### config.mk
export PLATFORM = sky130hd
export DESIGN_NAME = pid_controller_deadband
export DESIGN_NICKNAME = d
export VERILOG_FILES = /design/src/rtl/pidd_pkg.sv /design/src/rtl/pid_controller_deadband.sv
export SDC_FILE = /design/constraint.sdc
export NUM_CORES = 2
export LEC_CHECK = 0
export CAP_MARGIN = 30
export CORE_MARGIN = 4
export CORE_UTILIZATION = 30
export CTS_CLUSTER_DIAMETER = 50
export CTS_CLUSTER_SIZE = 28
export DETAILED_ROUTE_END_ITERATION = 10
export DONT_BUFFER_PORTS = 1
export GPL_ROUTABILITY_DRIVEN = 1
export PLACE_DENSITY = 0.43
export SLEW_MARGIN = 40
export SYNTH_ARGS = -nofsm -noshare
export SYNTH_HDL_FRONTEND = slang
export SYNTH_SLANG_ARGS = --single-unit
### constraint.sdc
create_clock -name clk -period 9.7 [get_ports clk]
set_input_delay 0.97 -clock clk [delete_from_list [all_inputs] [get_ports clk]]
set_output_delay 0.97 -clock clk [all_outputs]
set_load 0.005 [all_outputs]
### src/rtl/pidd_pkg.sv
// Shared widths, default parameter values, register indexes and codes for the PID controller.
package pidd_pkg;

  localparam int SAMPLE_W   = 16;
  localparam int GAIN_W     = 15;
  localparam int SUM_LIM_W  = 30;
  localparam int DRIVE_W    = 16;
  localparam int ERR_W      = SAMPLE_W + 1;
  localparam int PROD_W     = 32;
  localparam int ISUM_W     = SUM_LIM_W + 1;
  localparam int ITERM_W    = GAIN_W + ISUM_W;
  localparam int TOT_W      = ITERM_W + 1;
  localparam int DIG_W      = 32;
  localparam int CFG_IDX_W  = 3;
  localparam int CFG_DATA_W = SUM_LIM_W;

  localparam int OUTPUT_LIMIT_DEF   = 32767;
  localparam int INTEGRAL_LIMIT_DEF = 1073741823;
  localparam int SCALE_DEF          = 128;
  localparam int DEADBAND_DEF       = 2;
  localparam int SAMPLE_BITS_DEF    = 16;

  localparam logic [GAIN_W-1:0]    ERR_LIMIT_RST = 15'h7FFF;
  localparam logic [SUM_LIM_W-1:0] SUM_LIMIT_RST = 30'h3FFF_FFFF;

  typedef enum logic [CFG_IDX_W-1:0] {
    REG_P_GAIN      = 3'd0,
    REG_I_GAIN      = 3'd1,
    REG_D_GAIN      = 3'd2,
    REG_ERROR_LIMIT = 3'd3,
    REG_SUM_LIMIT   = 3'd4
  } cfg_reg_t;

  typedef enum logic {
    OP_SAMPLE = 1'b0,
    OP_CLEAR  = 1'b1
  } op_t;

  typedef enum logic [1:0] {
    ISEL_NORM = 2'd0,
    ISEL_POS  = 2'd1,
    ISEL_NEG  = 2'd2
  } isel_t;

endpackage

### src/rtl/pid_controller_deadband.sv
// PID controller with deadband, saturating P term and clamped integrator.
//
//  channel | ports                                          | accepted when
//  --------+------------------------------------------------+------------------------
//  input   | in_operation, in_set_point, in_process_value   | in_valid && in_ready
//  result  | out_drive                                      | out_valid && out_ready
//  config  | cfg_index, cfg_data                            | cfg_valid && cfg_ready
//
// One transaction per cycle while out_ready stays high; eight register stages from input to
// result: input register, error/state update, I multiply, term sum, magnitude, reciprocal
// partial products, quotient, clamp into the output register. out_valid rises when the
// transaction reaches the output register.
// Integrator and last measurement update as a transaction leaves the input register.
// Each stage holds while the stage after it is full and stalled; cfg_ready is always high.
// Reset clears all valid bits, the state, and the config registers to their reset values.
module pid_controller_deadband #(
  parameter int OUTPUT_LIMIT   = pidd_pkg::OUTPUT_LIMIT_DEF,
  parameter int INTEGRAL_LIMIT = pidd_pkg::INTEGRAL_LIMIT_DEF,
  parameter int SCALE          = pidd_pkg::SCALE_DEF,
  parameter int DEADBAND       = pidd_pkg::DEADBAND_DEF,
  parameter int SAMPLE_BITS    = pidd_pkg::SAMPLE_BITS_DEF
) (
  input  logic                                   clk,
  input  logic                                   rst_n,
  input  logic                                   in_valid,
  output logic                                   in_ready,
  input  logic                                   in_operation,
  input  logic        [pidd_pkg::SAMPLE_W-1:0]   in_set_point,
  input  logic        [pidd_pkg::SAMPLE_W-1:0]   in_process_value,
  output logic                                   out_valid,
  input  logic                                   out_ready,
  output logic signed [pidd_pkg::DRIVE_W-1:0]    out_drive,
  input  logic                                   cfg_valid,
  output logic                                   cfg_ready,
  input  logic        [pidd_pkg::CFG_IDX_W-1:0]  cfg_index,
  input  logic        [pidd_pkg::CFG_DATA_W-1:0] cfg_data
);
  import pidd_pkg::*;

  localparam int SW = (SAMPLE_BITS < SAMPLE_W) ? SAMPLE_BITS : SAMPLE_W;
  localparam logic [SAMPLE_W-1:0] SMASK = SAMPLE_W'((64'd1 << SW) - 64'd1);
  localparam logic signed [ERR_W-1:0]   DB_POS = ERR_W'(DEADBAND);
  localparam logic signed [ERR_W-1:0]   DB_NEG = ERR_W'(-DEADBAND);
  localparam logic signed [PROD_W-1:0]  P_SAT  = PROD_W'(OUTPUT_LIMIT);
  localparam logic signed [ITERM_W-1:0] I_SAT  = ITERM_W'(INTEGRAL_LIMIT);
  localparam logic [TOT_W-1:0]          OLIM   = TOT_W'(OUTPUT_LIMIT);

  localparam int LOG_S = $clog2(SCALE);
  localparam int RSH   = TOT_W + LOG_S;
  localparam int MW    = TOT_W + 1;
  localparam int XH_W  = TOT_W - DIG_W;
  localparam int MH_W  = MW - DIG_W;
  localparam int PRD_W = TOT_W + MW;
  localparam logic [127:0] RECIP_FULL =
    (((128'd1 << RSH) - 128'd1) / 128'(SCALE)) + 128'd1;
  localparam logic [MW-1:0]    RECIP    = RECIP_FULL[MW-1:0];
  localparam logic [DIG_W-1:0] RECIP_LO = RECIP[DIG_W-1:0];
  localparam logic [MH_W-1:0]  RECIP_HI = RECIP[MW-1:DIG_W];

  // configuration registers
  logic [GAIN_W-1:0]    p_gain_r, i_gain_r, d_gain_r, err_limit_r;
  logic [SUM_LIM_W-1:0] sum_limit_r;

  // controller state
  logic signed [ISUM_W-1:0] isum_r;
  logic [SAMPLE_W-1:0]      lm_r;

  // stage registers
  logic                       v0_r, v1_r, v2_r, v3_r, v4_r, v5_r, v6_r;
  op_t                        op0_r;
  logic [SAMPLE_W-1:0]        sp0_r, pv0_r;
  logic                       z1_r, z2_r, z3_r, z4_r, n4_r, z5_r, n5_r, z6_r, n6_r;
  logic signed [PROD_W-1:0]   p1_r, d1_r, p2_r, d2_r;
  isel_t                      isel1_r;
  logic signed [ISUM_W-1:0]   isum1_r;
  logic signed [ITERM_W-1:0]  i2_r;
  logic signed [TOT_W-1:0]    tot3_r;
  logic [TOT_W-1:0]           mag4_r;
  logic [2*DIG_W-1:0]         pp_ll_r;
  logic [DIG_W+MH_W-1:0]      pp_lh_r;
  logic [XH_W+DIG_W-1:0]      pp_hl_r;
  logic [XH_W+MH_W-1:0]       pp_hh_r;
  logic [TOT_W-1:0]           q6_r;

  logic                       out_valid_r;
  logic signed [DRIVE_W-1:0]  out_drive_r;

  // load enables
  logic ld_out, ld1, ld2, ld3, ld4, ld5, ld6;

  // stage A signals
  logic signed [ERR_W-1:0]    err_a, diff_a, elim_a;
  logic                       is_clear, in_db, zero_a;
  logic signed [PROD_W-1:0]   p_mul, d_mul, p_nxt;
  logic signed [ISUM_W:0]     temp_a, slim_a, nslim_a;
  isel_t                      isel_nxt;
  logic signed [ISUM_W-1:0]   isum_nxt;

  // later stage signals
  logic signed [ITERM_W-1:0]  i_mul, i_nxt;
  logic signed [TOT_W-1:0]    tot_nxt;
  logic [TOT_W-1:0]           mag_nxt, q_nxt, q_clamp;
  logic [PRD_W-1:0]           prod_w;
  logic signed [DRIVE_W-1:0]  drive_nxt;

  assign cfg_ready = 1'b1;

  always_ff @(posedge clk) begin
    if (!rst_n) begin
      p_gain_r    <= '0;
      i_gain_r    <= '0;
      d_gain_r    <= '0;
      err_limit_r <= ERR_LIMIT_RST;
      sum_limit_r <= SUM_LIMIT_RST;
    end else if (cfg_valid && cfg_ready) begin
      case (cfg_reg_t'(cfg_index))
        REG_P_GAIN:      p_gain_r    <= cfg_data[GAIN_W-1:0];
        REG_I_GAIN:      i_gain_r    <= cfg_data[GAIN_W-1:0];
        REG_D_GAIN:      d_gain_r    <= cfg_data[GAIN_W-1:0];
        REG_ERROR_LIMIT: err_limit_r <= cfg_data[GAIN_W-1:0];
        REG_SUM_LIMIT:   sum_limit_r <= cfg_data[SUM_LIM_W-1:0];
        default: ;
      endcase
    end
  end

  // handshake chain: a stage loads when empty or when its contents move on
  assign ld_out   = !out_valid_r || out_ready;
  assign ld6      = !v6_r || ld_out;
  assign ld5      = !v5_r || ld6;
  assign ld4      = !v4_r || ld5;
  assign ld3      = !v3_r || ld4;
  assign ld2      = !v2_r || ld3;
  assign ld1      = !v1_r || ld2;
  assign in_ready = !v0_r || ld1;

  // input register
  always_ff @(posedge clk) begin
    if (!rst_n) begin
      v0_r <= 1'b0;
    end else if (in_ready) begin
      v0_r <= in_valid;
    end
  end

  always_ff @(posedge clk) begin
    if (in_ready && in_valid) begin
      op0_r <= op_t'(in_operation);
      sp0_r <= in_set_point & SMASK;
      pv0_r <= in_process_value & SMASK;
    end
  end

  // stage A: error, deadband, P and D products, integrator update
  always_comb begin
    err_a    = $signed({1'b0, sp0_r}) - $signed({1'b0, pv0_r});
    diff_a   = $signed({1'b0, lm_r}) - $signed({1'b0, pv0_r});
    elim_a   = $signed({2'b00, err_limit_r});
    is_clear = (op0_r == OP_CLEAR);
    in_db    = (err_a <= DB_POS) && (err_a >= DB_NEG);
    zero_a   = is_clear || in_db;

    p_mul = $signed({{(PROD_W-GAIN_W){1'b0}}, p_gain_r}) * PROD_W'(err_a);
    d_mul = $signed({{(PROD_W-GAIN_W){1'b0}}, d_gain_r}) * PROD_W'(diff_a);

    if (err_a > elim_a) begin
      p_nxt = P_SAT;
    end else if (err_a < -elim_a) begin
      p_nxt = -P_SAT;
    end else begin
      p_nxt = p_mul;
    end

    temp_a  = $signed({isum_r[ISUM_W-1], isum_r}) + (ISUM_W+1)'(err_a);
    slim_a  = $signed({2'b00, sum_limit_r});
    nslim_a = -slim_a;
    if (temp_a > slim_a) begin
      isel_nxt = ISEL_POS;
      isum_nxt = slim_a[ISUM_W-1:0];
    end else if (temp_a < nslim_a) begin
      isel_nxt = ISEL_NEG;
      isum_nxt = nslim_a[ISUM_W-1:0];
    end else begin
      isel_nxt = ISEL_NORM;
      isum_nxt = temp_a[ISUM_W-1:0];
    end
  end

  always_ff @(posedge clk) begin
    if (!rst_n) begin
      isum_r <= '0;
      lm_r   <= '0;
    end else if (v0_r && ld1) begin
      if (is_clear) begin
        isum_r <= '0;
      end else if (!in_db) begin
        isum_r <= isum_nxt;
        lm_r   <= pv0_r;
      end
    end
  end

  // stage registers 1..6
  always_ff @(posedge clk) begin
    if (!rst_n) begin
      v1_r <= 1'b0;
      v2_r <= 1'b0;
      v3_r <= 1'b0;
      v4_r <= 1'b0;
      v5_r <= 1'b0;
      v6_r <= 1'b0;
    end else begin
      if (ld1) v1_r <= v0_r;
      if (ld2) v2_r <= v1_r;
      if (ld3) v3_r <= v2_r;
      if (ld4) v4_r <= v3_r;
      if (ld5) v5_r <= v4_r;
      if (ld6) v6_r <= v5_r;
    end
  end

  always_comb begin
    i_mul = $signed({{(ITERM_W-GAIN_W){1'b0}}, i_gain_r}) * ITERM_W'(isum1_r);
    case (isel1_r)
      ISEL_POS: i_nxt = I_SAT;
      ISEL_NEG: i_nxt = -I_SAT;
      default:  i_nxt = i_mul;
    endcase
    tot_nxt = TOT_W'(p2_r) + TOT_W'(d2_r) + TOT_W'(i2_r);
    mag_nxt = tot3_r[TOT_W-1] ? TOT_W'(-tot3_r) : TOT_W'(tot3_r);
    // divide the magnitude by SCALE: rounded-up reciprocal, keep the high bits
    prod_w  = PRD_W'(pp_ll_r) + (PRD_W'(pp_lh_r) << DIG_W) + (PRD_W'(pp_hl_r) << DIG_W) +
              (PRD_W'(pp_hh_r) << (2*DIG_W));
    q_nxt   = TOT_W'(prod_w >> RSH);
  end

  always_ff @(posedge clk) begin
    if (ld1) begin
      z1_r    <= zero_a;
      p1_r    <= p_nxt;
      d1_r    <= d_mul;
      isel1_r <= isel_nxt;
      isum1_r <= isum_nxt;
    end
    if (ld2) begin
      z2_r <= z1_r;
      p2_r <= p1_r;
      d2_r <= d1_r;
      i2_r <= i_nxt;
    end
    if (ld3) begin
      z3_r   <= z2_r;
      tot3_r <= tot_nxt;
    end
    if (ld4) begin
      z4_r   <= z3_r;
      n4_r   <= tot3_r[TOT_W-1];
      mag4_r <= mag_nxt;
    end
    if (ld5) begin
      z5_r    <= z4_r;
      n5_r    <= n4_r;
      pp_ll_r <= (2*DIG_W)'(mag4_r[DIG_W-1:0]) * (2*DIG_W)'(RECIP_LO);
      pp_lh_r <= (DIG_W+MH_W)'(mag4_r[DIG_W-1:0]) * (DIG_W+MH_W)'(RECIP_HI);
      pp_hl_r <= (XH_W+DIG_W)'(mag4_r[TOT_W-1:DIG_W]) * (XH_W+DIG_W)'(RECIP_LO);
      pp_hh_r <= (XH_W+MH_W)'(mag4_r[TOT_W-1:DIG_W]) * (XH_W+MH_W)'(RECIP_HI);
    end
    if (ld6) begin
      z6_r <= z5_r;
      n6_r <= n5_r;
      q6_r <= q_nxt;
    end
  end

  // clamp, restore sign, drop to drive width; zero for clear or deadband
  always_comb begin
    q_clamp = (q6_r > OLIM) ? OLIM : q6_r;
    if (z6_r) begin
      drive_nxt = '0;
    end else if (n6_r) begin
      drive_nxt = -$signed(q_clamp[DRIVE_W-1:0]);
    end else begin
      drive_nxt = $signed(q_clamp[DRIVE_W-1:0]);
    end
  end

  always_ff @(posedge clk) begin
    if (!rst_n) begin
      out_valid_r <= 1'b0;
    end else if (ld_out) begin
      out_valid_r <= v6_r;
    end
  end

  always_ff @(posedge clk) begin
    if (ld_out) begin
      out_drive_r <= drive_nxt;
    end
  end

  assign out_valid = out_valid_r;
  assign out_drive = out_drive_r;

  a_clear_zeroes_sum: assert property (@(posedge clk) disable iff (!rst_n)
    (v0_r && ld1 && op0_r == OP_CLEAR) |=> (isum_r == '0))
    else $error("integrator not cleared");

  a_deadband_holds_state: assert property (@(posedge clk) disable iff (!rst_n)
    (v0_r && ld1 && op0_r == OP_SAMPLE && in_db) |=> ($stable(isum_r) && $stable(lm_r)))
    else $error("state changed inside deadband");

  a_sum_within_limit: assert property (@(posedge clk) disable iff (!rst_n)
    (v0_r && ld1 && op0_r == OP_SAMPLE && !in_db) |=>
      (isum_r <= $signed({1'b0, $past(sum_limit_r)}) &&
       isum_r >= -$signed({1'b0, $past(sum_limit_r)})))
    else $error("integrator outside its limit");

  a_zero_drive: assert property (@(posedge clk) disable iff (!rst_n)
    (ld_out && v6_r && z6_r) |=> (out_valid && out_drive == '0))
    else $error("nonzero drive for clear or deadband");

endmodule
==> results.json <==
{
  "ys_top_cells_by_area": "fa_1 30%, edfxtp_1 20%, ha_1 9.2%",
  "highest_ir_drop_seen_on_vdd_mv": 0.141,
  "mostFrequentLayoutCell": "inv_1",
  "holdWs_ns": 0.320,
  "worstPathArrival_ns": 9.60,
  "hold_class": "in2reg",
  "clock_tree_from_tritoncts": "yes",
  "setup_tns_ns": 0,
  "reg2reg_slack_ns": 0.55,
  "totalWireLength_um": 183000,
  "finalHoldViolations": 0,
  "worstSetupEndpointType": "register",
  "synth_top_cell_area_share": 0.305,
  "postSynthAreaPerCell_um2": 9.92,
  "critical_path.most_common_cell": "fa_1",
  "syn-cell-area_mm2": 0.0649,
  "vias": 44500,
  "setup_viol_count_final": 0,
  "drt-wirelength-per-cell_um": 19.4,
  "portBuffers": 0,
  "worstMarginPinSlew_ns": 0.907,
  "synth-warning-count": 0,
  "ctsResizeCount": 0,
  "synth_nets": 8079,
  "drt_pass1_iterations": 5,
  "die-area_mm2": 0.224,
  "clock_tree.root_cell": "clkbuf_16",
  "antenna_violating_nets_post_route": 0,
  "layout.nets": 8026,
  "synth-seq-area-share": 0.245,
  "timing.rr.start": "pv0_r[0]",
  "antenna_found_initial": 11,
  "timing.critical_path.slowest_cell_delay_ns": 0.67,
  "grt_pass1_vias": 48600,
  "worst_relative_slew_slack": 0.394,
  "postSynth.asyncResetShare": 0,
  "status": "finished clean",
  "gp_congestion": 0.836,
  "synth_enable_flop_cells": 432,
  "worst_path_dominant_cell_family": "adder cells",
  "clock_tree.htree_level_count": 3,
  "r2r_cells": 32,
  "dieHeight_um": 473,
  "critical_path_depth": 32,
  "critPathRequiredTime_ns": 10.15,
  "ys_types": 81,
  "fraction_of_final_layout_cells_with_drive_strength_greater_than_1": 0.0539,
  "worstSetupStartpointType": "register",
  "leading_cell_types_in_the_layout_fill_and_taps_excluded": "1,141 x inv_1, 987 x fa_1, 825 x nand2_1, 478 x ha_1, 432 x edfxtp_1",
  "finalCriticalPeriod_ns": 9.15,
  "setup_ws_ns": 0.549,
  "cellPowerDensity_mw_per_mm2": 198,
  "path_class": "reg2reg",
  "critical_path.slowest_cell": "fa_1",
  "r2r-end": "p1_r[30]",
  "globalRouteOverflowTotal": 0,
  "cts_made_buffers": 88,
  "postSynthRegisterBits": 577,
  "die_width_um": 473,
  "buf_inv_on_cp": 4,
  "wire_length_of_the_first_global_routing_pass_um": 291000,
  "max-clock-path-buffers": 3,
  "final.setup_skew_ns": 0.0621,
  "post_drt_via_cell_ratio": 4.73,
  "drt-initial-drc-count": 2116,
  "timing.max_cap.violations": 0,
  "fp.coreArea_mm2": 0.215,
  "cts_hold_buf": 0,
  "postCtsSetupRepairBufs": 0,
  "timing_max_transition_violations_final": 0,
  "dp_hpwl_um": 146000,
  "floorplan.initialDensity": 0.302,
  "cts.clk_slew.worst_paths_ns": 0.07,
  "track_usage": 0.167,
  "place_ws_ns": 0.156,
  "core.rowCount": 170,
  "final.period_utilization": 0.943,
  "ys_dominant_reg_cell": "edfxtp_1",
  "synth_top_cell_by_area": "fa_1",
  "power.static_leakage_nw": 32.4,
  "crit_path_start": "pv0_r[0]",
  "floorplan.io_pins": 90,
  "setup.worst_path.end": "p1_r[30]",
  "cp_max_fo": 6,
  "worstSkewPairLatency_ns": 0.74,
  "layout-area-overhead-vs-synth_pct": 10.7,
  "synthesis.instances": 6542,
  "grt_max_degree": 134,
  "timing.fmax_mhz": 109,
  "cts.sinks": 577,
  "drcViolationCount": 0,
  "rsz_0062_raised_after_global_routing": "false"
}
## synth_stat cells, types with 27 or more instances
| library cell | instances |
|---|---|
| a211oi_1 | 31 |
| a21boi_0 | 53 |
| a21o_1 | 131 |
| a21oi_1 | 212 |
| a22o_1 | 32 |
| a31oi_1 | 27 |
| and2_1 | 396 |
| clkbuf_1 | 242 |
| dfxtp_1 | 145 |
| edfxtp_1 | 432 |
| fa_1 | 988 |
| ha_1 | 478 |
| inv_1 | 1144 |
| nand2_1 | 828 |
| nand2b_1 | 52 |
| nand3_1 | 70 |
| nand4_1 | 40 |
| nor2_1 | 163 |
| nor2b_1 | 88 |
| nor3_1 | 62 |
| nor4_1 | 28 |
| o211ai_1 | 65 |
| o21a_1 | 42 |
| o21ai_0 | 172 |
| or3_1 | 30 |
| xnor2_1 | 232 |
| xor2_1 | 65 |
## power by group
group / internal [mW] / total (mW) / switching [mW]
sequential: 3.84 / 4.76 / 0.912
clock: 2.00 / 3.41 / 1.41
combinational: 2.46 / 6.08 / 3.62
## how the worst min path moves through the flow
stage               depth (start not counted)           startpoint  slack [ns]        end
finish                                      0     in_set_point[11]        0.32  sp0_r[11]
global route                                0  in_process_value[4]        0.25   pv0_r[4]
CTS                                         0     in_set_point[14]        0.23  sp0_r[14]
detailed placement                          0             d1_r[11]        0.40   d2_r[11]
global placement                            0                 n4_r        0.40       n5_r
floorplan                                   0              d1_r[0]        0.40    d2_r[0]
## layout make-up
cell class,count,area (µm²)
Clock buffer,97,2290
Antenna cell,8,20.0
Sequential cell,577,15900
Timing Repair Buffer,111,885
Clock inverter,69,912
Fill cell,22000,143000
Multi-Input combinational cell,4567,44000
Tap cell,2838,3550
Inverter,1144,4300
## layer usage
| metal | track usage | vias up | routed length [µm] |
|---|---|---|---|
| met5 | 0 | - | 23 |
| met4 | 0.0390 | 4 | 3960 |
| met3 | 0.0234 | 188 | 7260 |
| met2 | 0.269 | 782 | 82900 |
| met1 | 0.237 | 22500 | 88500 |
| li1 | - | 21000 | - |
## through the flow
stage / power [mW] / std cells / area [µm²] / util
after floorplan: 8.58 / 6542 / 64900 / -
after global placement: 10.9 / 9232 / 68500 / 0.319
after detailed placement: 10.9 / 9235 / 68600 / 0.319
after CTS: 14.5 / 9401 / 71800 / 0.334
after global routing: 15.4 / 9405 / 71900 / 0.334
final: 14.3 / 9411 / 71900 / 0.334
## cells by family after synthesis
| family | count (synthesis) | synth area share |
|---|---|---|
| compound gates | 927 | 0.0948 |
| xor+xnor | 297 | 0.0401 |
| fa+ha+maj | 1470 | 0.397 |
| buf+inv | 1398 | 0.0809 |
| flops | 577 | 0.245 |
| mux | 7 | 0.00116 |
| other cells | 1 | 0.0000578 |
| simple gates | 1865 | 0.141 |
## worst reg2reg max path, delay by kind of cell, from the launching register on
kind | cells | cell delay [ns]
adders and majority gates | 9 | 4.31
buffers and inverters | 4 | 0.31
xor gates and xnor gates | 1 | 0.16
DFF | 1 | 0.44
AOI/OAI and AO/OA | 15 | 2.81
and+or+nand+nor | 3 | 0.85
## registers in the layout (all words and copies together), names as in the netlist, 16 cells and up
signal / cells
tot3_r: 47
i2_r: 46
mag4_r: 40
q6_r: 40
d1_r: 32
d2_r: 32
p1_r: 32
p2_r: 32
isum1_r: 31
isum_r: 31
sum_limit_r: 30
pp_lh_r: 25
lm_r: 16
out_drive: 16
pv0_r: 16
sp0_r: 16
(Power assumes the default switching activity.)
